==> src/hw/rtl/ehm_pkg.sv <==
`timescale 1ns / 1ps
`default_nettype none
// ---------------------------------------------------------------------------
// Encoder health monitor package
// Payload, configuration and state types shared by the check logic and the
// top level, with register indexes and reset values.
// ---------------------------------------------------------------------------
package ehm_pkg;

    localparam int unsigned CfgIdxW  = 3;
    localparam int unsigned CfgDataW = 31;

    localparam logic [CfgIdxW-1:0] CFG_MAX_COUNT_MAGNITUDE  = 3'd0;
    localparam logic [CfgIdxW-1:0] CFG_MAX_JUMP             = 3'd1;
    localparam logic [CfgIdxW-1:0] CFG_FROZEN_TIMEOUT_MS    = 3'd2;
    localparam logic [CfgIdxW-1:0] CFG_ACTIVE_EFFORT_TENTHS = 3'd3;
    localparam logic [CfgIdxW-1:0] CFG_CONFIRM_CYCLES       = 3'd4;

    localparam logic [30:0] RST_MAX_COUNT_MAGNITUDE  = 31'd65535;
    localparam logic [30:0] RST_MAX_JUMP             = 31'd1000;
    localparam logic [15:0] RST_FROZEN_TIMEOUT_MS    = 16'd500;
    localparam logic [9:0]  RST_ACTIVE_EFFORT_TENTHS = 10'd200;
    localparam logic [7:0]  RST_CONFIRM_CYCLES       = 8'd2;

    localparam logic [7:0] CONFIRM_SAT = 8'd255;

    typedef struct packed {
        logic signed [31:0] encoder_count;
        logic [31:0]        now_ms;
        logic               homing_done;
        logic [9:0]         effort_tenths;
    } t_ehm_in;

    typedef struct packed {
        logic fault;
        logic rebaselined;
    } t_ehm_out;

    typedef struct packed {
        logic [30:0] max_count_magnitude;
        logic [30:0] max_jump;
        logic [15:0] frozen_timeout_ms;
        logic [9:0]  active_effort_tenths;
        logic [7:0]  confirm_cycles;
    } t_ehm_cfg;

    typedef struct packed {
        logic               fault_latch;
        logic signed [31:0] previous_count;
        logic [31:0]        last_change_time;
        logic [7:0]         frozen_confirm_count;
        logic               centering_was_done;
    } t_ehm_state;

endpackage
`default_nettype wire

==> src/hw/rtl/ehm_check.sv <==
`timescale 1ns / 1ps
`default_nettype none
// ---------------------------------------------------------------------------
// Encoder health check
// One check per transaction: rebaseline on centering, range, jump and frozen
// detection. Produces the next monitor state and the result.
// ---------------------------------------------------------------------------
module ehm_check (
    input  wire ehm_pkg::t_ehm_in    i_item,
    input  wire ehm_pkg::t_ehm_cfg   i_cfg,
    input  wire ehm_pkg::t_ehm_state i_state,
    output ehm_pkg::t_ehm_state      o_state,
    output ehm_pkg::t_ehm_out        o_result
);
    import ehm_pkg::*;

    logic        rebase;
    logic [32:0] count_ext;
    logic [32:0] count_mag;
    logic [32:0] delta;
    logic [32:0] delta_mag;
    logic        range_bad;
    logic        jump_bad;
    logic        moving;
    logic [31:0] elapsed;
    logic        timed_out;
    logic [7:0]  cnt_inc;
    logic        latch;

    always_comb begin
        rebase    = i_item.homing_done && !i_state.centering_was_done
                    && !i_state.fault_latch;
        count_ext = {i_item.encoder_count[31], i_item.encoder_count};
        count_mag = count_ext[32] ? (33'd0 - count_ext) : count_ext;
        range_bad = count_mag > {2'b00, i_cfg.max_count_magnitude};

        delta     = count_ext - {i_state.previous_count[31], i_state.previous_count};
        delta_mag = delta[32] ? (33'd0 - delta) : delta;
        jump_bad  = delta_mag > {2'b00, i_cfg.max_jump};

        moving    = (i_item.encoder_count != i_state.previous_count)
                    || (i_item.effort_tenths <= i_cfg.active_effort_tenths);
        elapsed   = i_item.now_ms - i_state.last_change_time;
        timed_out = elapsed > {16'd0, i_cfg.frozen_timeout_ms};
        cnt_inc   = (i_state.frozen_confirm_count == CONFIRM_SAT)
                    ? CONFIRM_SAT : i_state.frozen_confirm_count + 8'd1;
        latch     = 1'b0;

        o_state = i_state;
        if (rebase) begin
            o_state.previous_count       = i_item.encoder_count;
            o_state.last_change_time     = i_item.now_ms;
            o_state.frozen_confirm_count = 8'd0;
            o_state.centering_was_done   = 1'b1;
        end else begin
            o_state.centering_was_done = i_item.homing_done;
            if (!i_state.fault_latch) begin
                if (range_bad || jump_bad) begin
                    o_state.fault_latch = 1'b1;
                end else begin
                    if (moving) begin
                        // restart the frozen window
                        o_state.last_change_time     = i_item.now_ms;
                        o_state.frozen_confirm_count = 8'd0;
                    end else if (timed_out) begin
                        o_state.frozen_confirm_count = cnt_inc;
                        latch = cnt_inc >= i_cfg.confirm_cycles;
                    end
                    if (latch) begin
                        o_state.fault_latch = 1'b1;
                    end else begin
                        o_state.previous_count = i_item.encoder_count;
                    end
                end
            end
        end

        o_result.fault       = rebase ? 1'b0 : o_state.fault_latch;
        o_result.rebaselined = rebase;
    end

endmodule
`default_nettype wire

==> src/hw/rtl/encoder_health_monitor.sv <==
`timescale 1ns / 1ps
`default_nettype none
// ---------------------------------------------------------------------------
// Encoder health monitor
// Steering encoder plausibility checks with a latched fault output.
// ---------------------------------------------------------------------------
//  channel  | handshake                  | payload
//  ---------+----------------------------+------------------------
//  input    | i_in_valid / o_in_ready    | i_in  (t_ehm_in)
//  result   | o_out_valid / i_out_ready  | o_out (t_ehm_out)
//  config   | i_cfg_we                   | i_cfg_index, i_cfg_data
//
//  Each transaction passes an input register and then a result register;
//  one transaction is accepted every cycle while the result channel does
//  not stall.
//  The monitor state updates when a check moves into the result register.
//  Reset clears the state and loads the register defaults; no clearing pass.
//  A stalled result holds in its register; the input register still fills if it is empty.
// ---------------------------------------------------------------------------
module encoder_health_monitor (
    input  wire                            i_clk,
    input  wire                            i_rst_n,
    input  wire                            i_in_valid,
    output logic                           o_in_ready,
    input  wire ehm_pkg::t_ehm_in          i_in,
    output logic                           o_out_valid,
    input  wire                            i_out_ready,
    output ehm_pkg::t_ehm_out              o_out,
    input  wire                            i_cfg_we,
    input  wire [ehm_pkg::CfgIdxW-1:0]     i_cfg_index,
    input  wire [ehm_pkg::CfgDataW-1:0]    i_cfg_data
);
    import ehm_pkg::*;

    t_ehm_cfg   r_cfg;
    t_ehm_state r_state;
    t_ehm_state n_state;
    logic       r_in_valid;
    t_ehm_in    r_in;
    logic       r_out_valid;
    t_ehm_out   r_out;
    t_ehm_out   n_out;
    logic       out_free;
    logic       advance;

    ehm_check u_check (
        .i_item   (r_in),
        .i_cfg    (r_cfg),
        .i_state  (r_state),
        .o_state  (n_state),
        .o_result (n_out)
    );

    always_comb begin
        out_free    = !r_out_valid || i_out_ready;
        advance     = r_in_valid && out_free;
        o_in_ready  = !r_in_valid || advance;
        o_out_valid = r_out_valid;
        o_out       = r_out;
    end

    always_ff @(posedge i_clk) begin
        if (!i_rst_n) begin
            r_cfg.max_count_magnitude  <= RST_MAX_COUNT_MAGNITUDE;
            r_cfg.max_jump             <= RST_MAX_JUMP;
            r_cfg.frozen_timeout_ms    <= RST_FROZEN_TIMEOUT_MS;
            r_cfg.active_effort_tenths <= RST_ACTIVE_EFFORT_TENTHS;
            r_cfg.confirm_cycles       <= RST_CONFIRM_CYCLES;
        end else if (i_cfg_we) begin
            unique case (i_cfg_index)
                CFG_MAX_COUNT_MAGNITUDE:  r_cfg.max_count_magnitude  <= i_cfg_data;
                CFG_MAX_JUMP:             r_cfg.max_jump             <= i_cfg_data;
                CFG_FROZEN_TIMEOUT_MS:    r_cfg.frozen_timeout_ms    <= i_cfg_data[15:0];
                CFG_ACTIVE_EFFORT_TENTHS: r_cfg.active_effort_tenths <= i_cfg_data[9:0];
                CFG_CONFIRM_CYCLES:       r_cfg.confirm_cycles       <= i_cfg_data[7:0];
                default: ;
            endcase
        end
    end

    always_ff @(posedge i_clk) begin
        if (!i_rst_n) begin
            r_state     <= '0;
            r_in_valid  <= 1'b0;
            r_out_valid <= 1'b0;
        end else begin
            if (o_in_ready) begin
                r_in_valid <= i_in_valid;
            end
            if (advance) begin
                r_state <= n_state;
            end
            if (out_free) begin
                r_out_valid <= r_in_valid;
            end
        end
    end

    always_ff @(posedge i_clk) begin
        if (o_in_ready && i_in_valid) begin
            r_in <= i_in;
        end
        if (advance) begin
            r_out <= n_out;
        end
    end

endmodule
`default_nettype wire
==> config.mk <==
export PLATFORM = sky130hd
export DESIGN_NAME = encoder_health_monitor
export DESIGN_NICKNAME = d
export VERILOG_FILES = /design/src/hw/rtl/ehm_pkg.sv /design/src/hw/rtl/ehm_check.sv /design/src/hw/rtl/encoder_health_monitor.sv
export SDC_FILE = /design/constraint.sdc
export NUM_CORES = 1
export LEC_CHECK = 0
export ABC_AREA = 1
export BUFFER_PORTS_ARGS = -buffer_cell sky130_fd_sc_hd__buf_2
export CAP_MARGIN = 10
export CORE_MARGIN = 2
export CORE_UTILIZATION = 60
export CTS_CLUSTER_SIZE = 8
export DETAILED_ROUTE_END_ITERATION = 12
export PLACE_DENSITY_LB_ADDON = 0.15
export SYNTH_ARGS = -nofsm -noshare
export SYNTH_HDL_FRONTEND = slang
export SYNTH_SLANG_ARGS = --single-unit
==> constraint.sdc <==
create_clock -name i_clk -period 12.7 [get_ports i_clk]
set_clock_uncertainty 0.15 [all_clocks]
set_input_delay 0 -clock i_clk [delete_from_list [all_inputs] [get_ports i_clk]]
set_output_delay 0 -clock i_clk [all_outputs]
set_load 0.05 [all_outputs]
=== Word level (Yosys, flattened, before mapping) ===
Cells that the tools add are included.

* Memories: 0
* Bits in writable memories: 0
* Word-level logic and storage cells: 78
* Bits in registers: 249
* Bits in latches: 0
* ROM bits: 0
* Bits of input ports: 114
* Output and inout port bits: 4

* Divide/modulo/power cells: 0
* Mux-type cells: 18
* Bitwise gates (word level): 0
* Magnitude comparators: 5
* Equal/unequal tests: 9
* Add/subtract/negate cells: 5
* Multipliers: 0
* Shift operators: 0
* Reduce and logical (&&, ||, !) cells: 23

{| class="wikitable"
|+ Operator list
! operator !! number
|-
| $mux 73 || 2
|-
| $mux 72 || 1
|-
| $gt 33x31->1 || 2
|-
| $mux 33 || 2
|-
| $mux 32 || 2
|-
| $sub 1x32->33 const A || 1
|-
| $sub 1x33->33 const A || 1
|-
| $sub 32x32->33 || 1
|-
| $gt 32x16->1 || 1
|-
| $ne 32x32->1 || 1
|-
| $sub 32x32->32 || 1
|-
| $mux 8 || 3
|-
| $reduce_and 4->1 || 3
|-
| $le 10x10->1 || 1
|-
| $reduce_and 2->1 || 5
|-
| $add 8x1->8 const B || 1
|-
| $eq 8x8->1 const B || 1
|-
| $ge 8x8->1 || 1
|-
| $mux 1 || 8
|-
| $eq 3x2->1 const B || 2
|-
| $ne 2x1->1 const B || 3
|-
| $logic_and 1x1->1 || 4
|-
| $logic_not 1->1 || 4
|-
| $logic_or 1x1->1 || 4
|-
| 5 further kinds || 5
|}

=== Depth between registers and ports, before layout ===
Gate-level depths: netlist (run 1).

* Depth after elaboration: 12
* Depth in mapped cells: 45
* Depth with buffers taken out: 43

=== By module ===
A second synthesis (run 1) with hierarchy kept.

* Cell total of the unflattened synthesis: 3104
* Area total of the unflattened synthesis: 19845.3 um2

{| class="wikitable"
|+ Modules (own cells, without submodules)
! module !! cells an instance !! area each (um2) !! seq. area each (um2) !! instances
|-
| ehm_check || 2081 || 10687.8 || 0.0 || 1
|-
| encoder_health_monitor || 1023 || 9157.5 || 5755.5 || 1
|}

=== Worst setup path before layout (run 1) ===
Ideal clock, no wire load.

* Kind: register to register
* Start point: reg r_in[43] in the netlist's numbering
* End point: reg r_state[1] in the netlist's numbering
* Setup time: 0.110 ns
* Required time: 12.440 ns
* Path slack: 8.026 ns
* Arrival time: 4.414 ns
* Cell stages (with the launch flop): 44
* Path buffers: 4
* Path through: edfxtp_1 > inv_1 > ha_1 > fa_1 > inv_1 > nand2_1 > nand2_2 > nand2_1 > nand2_1 > nand2_1 > nand2_1 > nand2_1 > nand3_1 > nand2_1 > buf_2 > inv_1 > clkbuf_1 > o21ai_0 > (+8 left out) > nand2_1 > nand2_1 > nand2_1 > nand2_1 > nand2_1 > nand2_1 > nand2_1 > nand2_1 > clkinv_1 > nand2_1 > inv_1 > nand3_2 > nand2_4 > buf_6 > buf_6 > nand4_1 > nand2_1 > nor2_1

* Word-level cells in the longest chain between the ends: 7

{| class="wikitable"
|+ Ends and longest elaborated chain
! what !! RTL line !! source
|-
| start: declaration || encoder_health_monitor.sv:39 || <nowiki>t_ehm_in r_in;</nowiki>
|-
| start signal: assignment || encoder_health_monitor.sv:101 || <nowiki>r_in <= i_in;</nowiki>
|-
| $sub 32x32->33 || ehm_check.sv:37 || <nowiki>delta = count_ext - {i_state.previous_count[31], i_state.previous_count};</nowiki>
|-
| $sub 1x33->33 || ehm_check.sv:38 || <nowiki>delta_mag = delta[32] ? (33'd0 - delta) : delta;</nowiki>
|-
| $mux 33 || ehm_check.sv:38 ||
|-
| $gt 33x31->1 || ehm_check.sv:39 || <nowiki>jump_bad = delta_mag > {2'b00, i_cfg.max_jump};</nowiki>
|-
| $logic_or 1x1->1 || ehm_check.sv:58 || <nowiki>if (range_bad || jump_bad) begin</nowiki>
|-
| $ne 2x1->1 (no line) || - ||
|-
| $reduce_and 4->1 (no line) || - ||
|-
| end signal: assignment || encoder_health_monitor.sv:91 || <nowiki>r_state <= n_state;</nowiki>
|-
| end: declaration || encoder_health_monitor.sv:36 || <nowiki>t_ehm_state r_state;</nowiki>
|}

Parallel ways exist; a longest one is shown, timed or not. The select of a mux whose other input is x is not followed.
A chain may end at the register's enable or synchronous reset.

=== Final worst setup path (run 1) ===
* Start point: reg r_in[74] in the netlist's numbering
* End point: reg r_state[53] in the netlist's numbering

* Word-level cells in the longest chain between the ends: 8

{| class="wikitable"
|+ Ends and longest elaborated chain
! what
|-
| branches (longest 7 deep; another with $sub 32x32->33)
|-
| $reduce_and 4->1 (no line) *
|}

Every way passes the cells marked *. The select of a mux whose other input is x is not followed.

==> summary.md, run 1 <==
| Metric | Value |
|---|---|
| Status | completed |
| Die area | 31,600 µm² |
| Top FF cell, synth | dfxtp_1 |
| Pleak | 0.0105 µW |
| GR Overflow Total | 0 |
| Startpoint types | flip-flop |
| Vias | 18,500 |
| Fin. Hold Viols | 0 |
| HP Class | primary input to flip-flop |
| Sequential element share of the synthesized area | 31.8% |
| Maximum clock path buffer count | 3 |
| Synth warn | 0 |
| Final slew viol count | 0 |
| Endpoint class of the critical path | flip-flop |
| First-pass iteration count of the detailed router | 6 |
| Setup TNS | 0 ns |
| CP max stage delay | 0.98 ns |
| Setup WS post-layout | 5.25 ns |
| Switching power share of the total | 36.1% |
| Largest net degree at the start of global routing | 109 |
| Via density | 5.58 |
| Worst Max-Slew Pin Slew | 1.20 ns |
| CP Max Fanout | 76 |
| CTS tree | built |
| Clock sink total | 249 |
| CTS Buf Count | 37 |
| CORE AREA | 29,600 µm² |
| Global Route Usage Sum | 36.9% |
| Reg clk slew, reported paths | 0.06 ns |
| Max Clk Rate | 0.134 GHz |
| Yosys top cell area share | 19.0% |
| Post-synth top area cell | dfxtp_1 |
| ANT nets after route | 0 |
| Clk_lat worst skew | 0.53 ns |
| Power per cell area | 130 nW/µm² |
| Synthesized area per cell | 6.78 µm² |
| Synthesized area | 18,100 µm² |
| Layout area overhead | 17.7% |
| Final Cycle Share | 58.7% |
| Initial antenna violation count | 2 |
| Final setup vio count | 0 |
| Most frequent cell after synthesis | nand2_1 |
| Starting DRC count in detailed routing | 1,751 |
| Sw power | 1000 µW |
| Rel. slew slack | 19.5% |
| RSZ-0062 raised after global routing | false |
| Vias in the first global route | 17,500 |
| WL/cell | 17.7 µm |
| # Post-CTS Setup Buffers | 0 |
| Root Buffer | clkbuf_16 |
| HPWL Detailed | 40,600 µm |
| Peak VDD IR | 120 µV |
| Synth area leaders | dfxtp_1, nand2_1, edfxtp_1, ha_1, inv_1 |
| # hold bufs at CTS | 129 |
| Slowest stage cell, crit path | nand3_2 |
| Final WL | 58,600 µm |
| Htree depth | 2 |
| Total power | 2770 µW |
| Most common cell on crit path | nand2_1 |
| Worst slack, placed | 5.51 ns |
| Inst Count DP | 3,118 |
| Pint | 1770 µW |
| Commonest cells in the netlist | nand2_1, inv_1, nor2_1 |
| CP arrival | 7.76 ns |
| Synth unique cells | 44 |
| Row cnt | 63 |
| Clk pwr share | 34.0% |
| Seq cells post-synth | 249 |
| Gates resized, CTS repair | 0 |
| Share of post-route cells with drive strength above 1 | 7.67% |
| Die width | 178 µm |
| IO Pins | 118 |
| Setup CP Type | flip-flop to flip-flop |
| Die Y | 178 µm |
| Post-layout utilization of the core | 71.9% |
| Fin crit period | 7.45 ns |
| Syn Nets | 2,948 |
| Logic pwr share | 33.7% |
| Worst EP required | 13.01 ns |
| MaxCap Viol Count | 0 |
| Port Buf Inserts | 117 |
| Starting density of the core | 61.1% |
| Global-route wire length before repair | 91,700 µm |
| Async SR Flop Fraction | 0% |
| Cells after Synth | 2,670 |
| Number of synthesized flops with an enable pin | 77 |
| Nets | 3,174 |
| Sequential Power Share | 32.4% |
| GP Congestion | 0.963 |
| Post-route DRC | 0 |
| Final cell count without fillers | 3,312 |
cell type report:
type	count	area, µm²
well taps	390	488
clock buffers	61	1070
inverters	544	2040
diodes	2	5.00
fillers	2380	8340
repair buffers	255	1950
clock inverters	2	13.8
flip-flops and latches	249	5760
multi-input cells	1809	9980
per-layer routing:
| metal | vias to the layer above | part of all wire [%] | track usage, % |
|---|---|---|---|
| li1 | 8993 | - | - |
| met4 | 0 | 3.8 | 13.9 |
| met3 | 162 | 9.0 | 6.71 |
| met2 | 931 | 43 | 57.3 |
| met5 | - | 0 | 0 |
| met1 | 8394 | 44 | 51.2 |
state kept, by name (all words and copies together), names as in the netlist:
name and flops:
r_state 74, r_cfg 96, r_in 75, o_out 2, o_out_valid 1, r_in_valid 1
placed cells by master (no fill, tap or decap), types with 3 or more instances in the layout:
cell,n
inv_2,26
nor3_1,26
nand3_1,84
nand2_2,7
a21boi_0,4
o31ai_1,3
o211ai_1,34
a21o_1,9
xor2_1,77
a31oi_1,9
o21ai_0,118
dlygate4sd3_1,129
buf_2,116
a21oi_2,3
xnor2_1,9
nor2_2,8
inv_1,516
dfxtp_1,172
clkbuf_16,39
a211oi_1,4
nor4_1,7
o21bai_1,13
nand4_1,122
nand3b_1,10
nor2_1,268
clkbuf_1,21
nand3_2,5
buf_4,10
edfxtp_1,77
nor3_2,3
nand2_1,637
a21oi_1,171
ha_1,162
power by group through the flow:
stage                     combinational [µW]  clock (µW)  sequential (µW)
final                                    932         941              896
after global routing                    1040         973              899
after CTS                                907         940              895
after detailed placement                 867           0              910
after global placement                   845           0              908
after floorplan                          650           0              904
logic make-up (layout without fill, tap and decap cells):
kind of cell    count (synthesis)  in the layout  share of synthesized area (%)
fa+ha+maj                     164            164                           11.4
xor+xnor                       87             87                           4.25
compound gates                375            375                           11.6
simple gates                 1183           1183                           27.9
other cells                     0              2                              0
flops                         249            249                           31.8
buf+inv                       612            862                           13.1
worst max-delay path: cells and delay by family, from the launching register on:
family          cells  cell delay (ns)
fa+ha+maj           2             0.79
flops               1             0.36
simple gates       23             4.18
compound gates      2             0.39
xor+xnor            1             0.19
buf+inv             8             1.29
per-stage QoR:
stage	instance area, µm²	hold WS, ns
2_1_floorplan	18100	-0.0511
3_3_place_gp	18900	0.0264
3_5_place_dp	18900	0.0281
4_1_cts	21300	0.00959
5_1_grt	21300	0.0257
6_report	21300	0.0188
path summary, 6_finish.rpt:
check        cells past startpoint  slack [ns]  startpoint           to
max reg2reg                     36        5.25    r_in[74]  r_state[53]
max                             36        5.25    r_in[74]  r_state[53]
min                              2        0.02    i_in[67]     r_in[67]
min reg2reg                      2        0.31   r_cfg[38]    r_cfg[38]
Power figures use the tool's default switching activity.
==> run 2, diff against run 1 <==
- clock period: 12.7 -> 7.6 ns (I/O delays scaled with it)
==> summary.md, run 2 (synthesis gave the netlist of run 1 again) <==
| Metric | Value |
|---|---|
| Status | completed |
| GP Congestion | 0.962 (-0.20%) |
| CP delay by family, top | simple AND/OR/NAND/NOR gates |
| Slowest stage cell, crit path | nor2_1 |
| Maximum clock path buffer count | 3 (unchanged) |
| IO Pins | 118 (unchanged) |
| Htree depth | 2 (unchanged) |
| Global-route wire length before repair | 92,200 µm (+0.56%) |
| CP Max Fanout | 32 (-58%) |
| Post-route DRC | 0 (unchanged) |
| GR Overflow Total | 0 (unchanged) |
| HPWL Detailed | 40,900 µm (+0.57%) |
| # Post-CTS Setup Buffers | 0 (unchanged) |
| Setup TNS | 0 ns (unchanged) |
| Finished Cell Area | 21,300 µm² (about the same) |
| Via density | 5.64 (+1.1%) |
| CORE AREA | 29,600 µm² (unchanged) |
| Root Buffer | clkbuf_16 |
| Clk_lat worst skew | 0.52 ns (about the same) |
| Largest net degree at the start of global routing | 113 (+3.7%) |
| HP Class | primary input to flip-flop |
| Most frequent cells in the layout | nand2_1, inv_1, nor2_1 |
| Reg clk slew, reported paths | 0.06 ns (about the same) |
| Starting DRC count in detailed routing | 1,766 (+0.86%) |
| Final slew viol count | 0 (unchanged) |
| Vias | 18,700 (+1.2%) |
| Clock sink total | 249 (unchanged) |
| Post-layout utilization of the core | 71.8% (about the same) |
| Die width | 178 µm (unchanged) |
| Share of post-route cells with drive strength above 1 | 7.77% (+0.097 points) |
| Startpoint types | flip-flop |
| Max Clk Rate | 0.155 GHz (+16%) |
| Fin. Hold Viols | 0 (unchanged) |
| Worst Max-Slew Pin Slew | 1.15 ns (-0.0492 ns) |
| WHS | 0.0322 ns (+0.0134 ns) |
| CP max stage delay | 0.59 ns (-0.39 ns) |
| WL/cell | 17.7 µm (+0.13%) |
| Peak VDD IR | 257 µV (+110%) |
| Max FFs per register | 96 (unchanged) |
| Largest regs | r_cfg (96), r_in (75), r_state (74) |
| Final setup vio count | 0 (unchanged) |
| Power per cell area | 215 nW/µm² (+65%) |
| Initial antenna violation count | 2 (unchanged) |
| Nets | 3,178 (+0.13%) |
| CP arrival | 6.70 ns (-1.06 ns) |
| RSZ-0062 raised after global routing | false |
| Worst EP required | 7.85 ns (-5.16 ns) |
| Area after DPL | 19,000 µm² (+0.16%) |
| Layout area overhead | 17.6% (about the same) |
| Pleak | 0.0105 µW (-0.15%) |
| Vias in the first global route | 17,800 (+1.8%) |
| Row cnt | 63 (unchanged) |
| Fin crit period | 6.45 ns (-1.01 ns) |
| ANT nets after route | 0 (unchanged) |
| Global Route Usage Sum | 37.0% (+0.047 points) |
| MaxCap Viol Count | 0 (unchanged) |
| CP bufs+invs | 8 (unchanged) |
| Die area | 31,600 µm² (unchanged) |
| First-pass iteration count of the detailed router | 6 (unchanged) |
| Final WL | 58,700 µm (+0.19%) |
| Starting density of the core | 61.1% (unchanged) |
| Endpoint class of the critical path | flip-flop |
| Rel. slew slack | 23.1% (+3.6 points) |
| Final Cycle Share | 84.9% (+26 points) |
| Largest Register | r_cfg |
| Die Y | 178 µm (unchanged) |
| CTS tree | built |
| Setup CP Type | flip-flop to flip-flop |
| Port Buf Inserts | 117 (unchanged) |
| Most common cell after layout, fill and taps aside | nand2_1 |
| CTS Buf Count | 37 (unchanged) |
run 2: worst paths after layout:
kind / depth (start not counted) / to / from / slack (ns)
min: 2 / r_in[6] / i_in[6] / 0.03
max reg2reg: 33 / r_state[50] / r_in[44] / 1.15
min reg2reg: 2 / r_cfg[3] / r_cfg[3] / 0.31
max: 33 / r_state[50] / r_in[44] / 1.15
run 2: routing by layer:
metal,share of wire [%],up-vias,track usage [%],routed length [µm]
met5,0,-,0,0
met4,3.6,0,14.0,2140
met3,9.2,182,7.58,5380
met2,44,934,57.8,25700
met1,43,8561,50.3,25500
li1,-,9019,-,-
run 2: final cells by class:
| cell class | count | area, µm² |
|---|---|---|
| tap | 390 | 488 |
| clock inverter | 3 | 22.5 |
| multi-input combinational | 1809 | 9980 |
| sequential | 249 | 5760 |
| inverter | 544 | 2040 |
| clock buffer | 58 | 1010 |
| antenna | 2 | 5.00 |
| timing repair buffer | 259 | 1980 |
| fill | 2349 | 8350 |
run 2: metrics by stage:
stage / setup WS (ns) / total power [µW] / instances
2_1_floorplan: 2.93 / 2600 / 2670
3_3_place_gp: 1.52 / 2930 / 3122
3_5_place_dp: 1.48 / 2970 / 3122
4_1_cts: 1.48 / 4530 / 3312
5_1_grt: 0.675 / 4830 / 3314
6_report: 1.15 / 4580 / 3314
run 2: power by group:
| group | leakage [µW] | internal, µW | switching, µW |
|---|---|---|---|
| Combinational | 0.00787 | 551 | 1010 |
| Sequential | 0.00215 | 1460 | 40.5 |
| Clock | 0.000500 | 909 | 611 |
run 2: repair_timing:
| item | CTS | global route |
|---|---|---|
| endpoints found under the hold margin | 201 | 0 |
| resized for setup | 0 | 0 |
| hold buffers | 129 | 0 |
==> run 3, diff against run 2 <==
- ABC_AREA: 1 -> 0
- CORE_UTILIZATION: 60 -> 56
- clock period: 7.6 -> 5.2 ns (I/O delays scaled with it)
==> summary.md, run 3 <==
| Metric | Value |
|---|---|
| Largest regs | r_cfg (96), r_in (75), r_state (74) |
| Inst Count DP | 2,713 (-13%) |
| Die Y | 178 µm (+0.43%) |
| Post-layout utilization of the core | 75.6% (+3.8 points) |
| Setup WS post-layout | -0.868 ns (-2.02 ns) |
| Max Clk Rate | 0.165 GHz (+6.3%) |
| CP delay by family, top | simple AND/OR/NAND/NOR gates |
| Nets | 2,789 (-12%) |
| Fill count | 2,114 (-10%) |
| ANT nets after route | 0 (unchanged) |
| CORE AREA | 29,800 µm² (+0.53%) |
| Most frequent cells in the layout | nand2_1, buf_4, inv_1 |
| Die width | 178 µm (+0.43%) |
| Yosys top cell area share | 20.2% (+1.2 points) |
| Switching power share of the total | 30.4% (-5.9 points) |
| Synth area leaders | dfxtp_1, edfxtp_1, ha_1, nand2_1, mux2i_1 |
| Most frequent cell after synthesis | nand2_1 |
| Cells after Synth | 2,039 (-24%) |
| Clk_lat worst skew | 0.53 ns (about the same) |
| Sw power | 1910 µW (+15%) |
| Largest net degree at the start of global routing | 137 (+21%) |
| Synthesized area | 17,000 µm² (-5.8%) |
| Layout area overhead | 32.2% |
| Final setup vio count | 74 (+74) |
| Final Cycle Share | 117% (+32 points) |
| Endpoint class of the critical path | flip-flop |
| WL/cell | 17.5 µm (-1.3%) |
| Synth unique cells | 77 (+75%) |
| Total power | 6270 µW (+37%) |
| CP Max Fanout | 8 (-75%) |
| Starting density of the core | 57.2% (-3.9 points) |
| Global Route Usage Sum | 31.8% (-5.2 points) |
| R2R setup slack | -0.87 ns (-2.02 ns) |
| Syn Nets | 2,317 (-21%) |
| Sequential Power Share | 34.2% (+1.5 points) |
| Synth warn | 0 (unchanged) |
| Peak VDD IR | 268 µV (+4.0%) |
| Max FFs per register | 96 (unchanged) |
| Clock sink total | 249 (unchanged) |
| Power per cell area | 278 nW/µm² (+29%) |
| Rel. slew slack | 27.5% (+4.4 points) |
| Synthesized area per cell | 8.36 µm² (+23%) |
| Pint | 4360 µW (+50%) |
| Worst EP required | 5.48 ns (-2.37 ns) |
| Root Buffer | clkbuf_16 |
| Slowest stage cell, crit path | or4_4 |
| IO Pins | 118 (unchanged) |
| RSZ-0062 raised after global routing | true |
| Share of post-route cells with drive strength above 1 | 19.8% (+12 points) |
| Final slew viol count | 0 (unchanged) |
| Maximum clock path buffer count | 3 (unchanged) |
| Fin. Hold Viols | 0 (unchanged) |
| Post-route DRC | 0 (unchanged) |
| WHS | 0.0364 ns (+0.00425 ns) |
| Vias | 16,500 (-12%) |
| CP max stage delay | 0.60 ns (about the same) |
| GP Congestion | 0.917 (-4.6%) |
| Final WL | 51,100 µm (-13%) |
| First-pass iteration count of the detailed router | 5 (-1) |
| Clk pwr share | 35.0% (+1.8 points) |
| Commonest cells in the netlist | nand2_1, inv_1, dfxtp_1 |
| Worst Max-Slew Pin Slew | 1.09 ns (-0.0653 ns) |
| Sequential element share of the synthesized area | 33.8% (+2.0 points) |
| Async SR Flop Fraction | 0% (unchanged) |
| Logic pwr share | 30.8% (-3.3 points) |
| Startpoint types | flip-flop |
| Die area | 31,800 µm² (+0.86%) |
| Multi-input gate area | 10,400 µm² (+4.6%) |
| Seq cells post-synth | 249 (unchanged) |
| Final cell count without fillers | 2,921 (-12%) |
| HPWL Detailed | 35,800 µm (-12%) |
| Register area | 5760 µm² (unchanged) |
| Initial antenna violation count | 2 (unchanged) |
| Post-synth top area cell | dfxtp_1 |
| MaxCap Viol Count | 0 (unchanged) |
| CP bufs+invs | 5 (-3) |
| Most common cell after layout, fill and taps aside | nand2_1 |
| Largest Register | r_cfg |
| Starting DRC count in detailed routing | 1,380 (-22%) |
| CP arrival | 6.35 ns (-0.35 ns) |
| Failing checks | negative setup slack |
| CTS Buf Count | 37 (unchanged) |
| GR Overflow Total | 0 (unchanged) |
| Htree depth | 2 (unchanged) |
| CTS tree | built |
| Reg clk slew, reported paths | 0.05 ns (about the same) |
| Global-route wire length before repair | 80,300 µm (-13%) |
| Setup TNS | -56.55 ns (-56.55 ns) |
| Pleak | 0.00923 µW (-12%) |
| Port Buf Inserts | 117 (unchanged) |
| Via density | 5.65 (+0.19%) |
| Number of synthesized flops with an enable pin | 77 (unchanged) |
| HP Class | primary input to flip-flop |
| Vias in the first global route | 15,900 (-10%) |
| Row cnt | 63 (unchanged) |
| Fin crit period | 6.07 ns (-0.381 ns) |
| Setup CP Type | flip-flop to flip-flop |
| Top FF cell, synth | dfxtp_1 |
| Status | finished with violations |
-- run 3: cell count changes after synthesis, sizes merged, moves of 53 or more --
cell    delta
nand3     -58
nand2    -244
a21oi     -62
xnor2     +68
mux2i     +82
xor2      -53
a21boi    +66
nor2     -215
nand4     -86
inv      -358
-- run 3: what timing repair did --
action / in CTS / in global routing
pin swaps: 23 / 20
buffers inserted: 19 / 4
hold endpoints to repair: 233 / 0
gates cloned: 5 / 0
hold buffers: 122 / 0
resized for setup: 37 / 9
endpoints found under the setup margin: 74 / 74
-- run 3: path summary, 6_finish.rpt --
path	from	end	cells past startpoint
worst max-delay path	r_in[43]	r_state[25]	27
worst min-delay path	i_in[67]	r_in[67]	2
worst max register to register	r_in[43]	r_state[25]	27
worst min register to register	r_state[46]	r_state[46]	2
-- run 3: power by group through the flow --
| stage | sequential, µW | combinational, µW | clock [µW] |
|---|---|---|---|
| floorplan | 2180 | 1070 | 0 |
| global placement | 2180 | 1690 | 0 |
| detailed placement | 2180 | 1730 | 0 |
| CTS | 2140 | 1880 | 2220 |
| global route | 2150 | 2120 | 2300 |
| finish | 2140 | 1930 | 2200 |
-- run 3: logic make-up (layout without fill, tap and decap cells) --
group | count (synthesis) | after routing | synth area share (%)
adder cells (fa/ha/maj) | 164 | 164 | 12.1
multiplexers | 86 | 86 | 5.15
XOR/XNOR | 103 | 103 | 5.37
AO/OA/AOI/OAI | 474 | 474 | 18.8
other | 0 | 2 | 0
AND/OR/NAND/NOR | 689 | 689 | 18.5
flip-flops | 249 | 249 | 33.8
buffers and inverters | 274 | 764 | 6.31
-- run 3: layout make-up --
type	count	share of cell area [%]
multi-input combinational	1516	46.3
sequential	249	25.5
timing repair buffer	522	18.2
clock buffer	55	4.50
inverter	185	3.08
tap	390	2.17
clock inverter	2	0.111
antenna	2	0.0222
-- run 3: per-layer routing --
| layer | track usage [%] | wire length (µm) | up-vias | share of wire [%] |
|---|---|---|---|---|
| met5 | 0 | 0 | - | 0 |
| met4 | 9.01 | 1090 | 0 | 2.1 |
| met3 | 4.60 | 3050 | 87 | 6.0 |
| met2 | 51.3 | 23100 | 506 | 45 |
| li1 | - | - | 8122 | - |
| met1 | 44.2 | 23800 | 7796 | 47 |
-- run 3: stage by stage --
step / area (µm²) / setup slack (ns)
floorplan: 17100 / -0.416
global placement: 19700 / -0.736
detailed placement: 19700 / -0.923
CTS: 22500 / -0.716
global route: 22500 / -1.18
finish: 22500 / -0.868
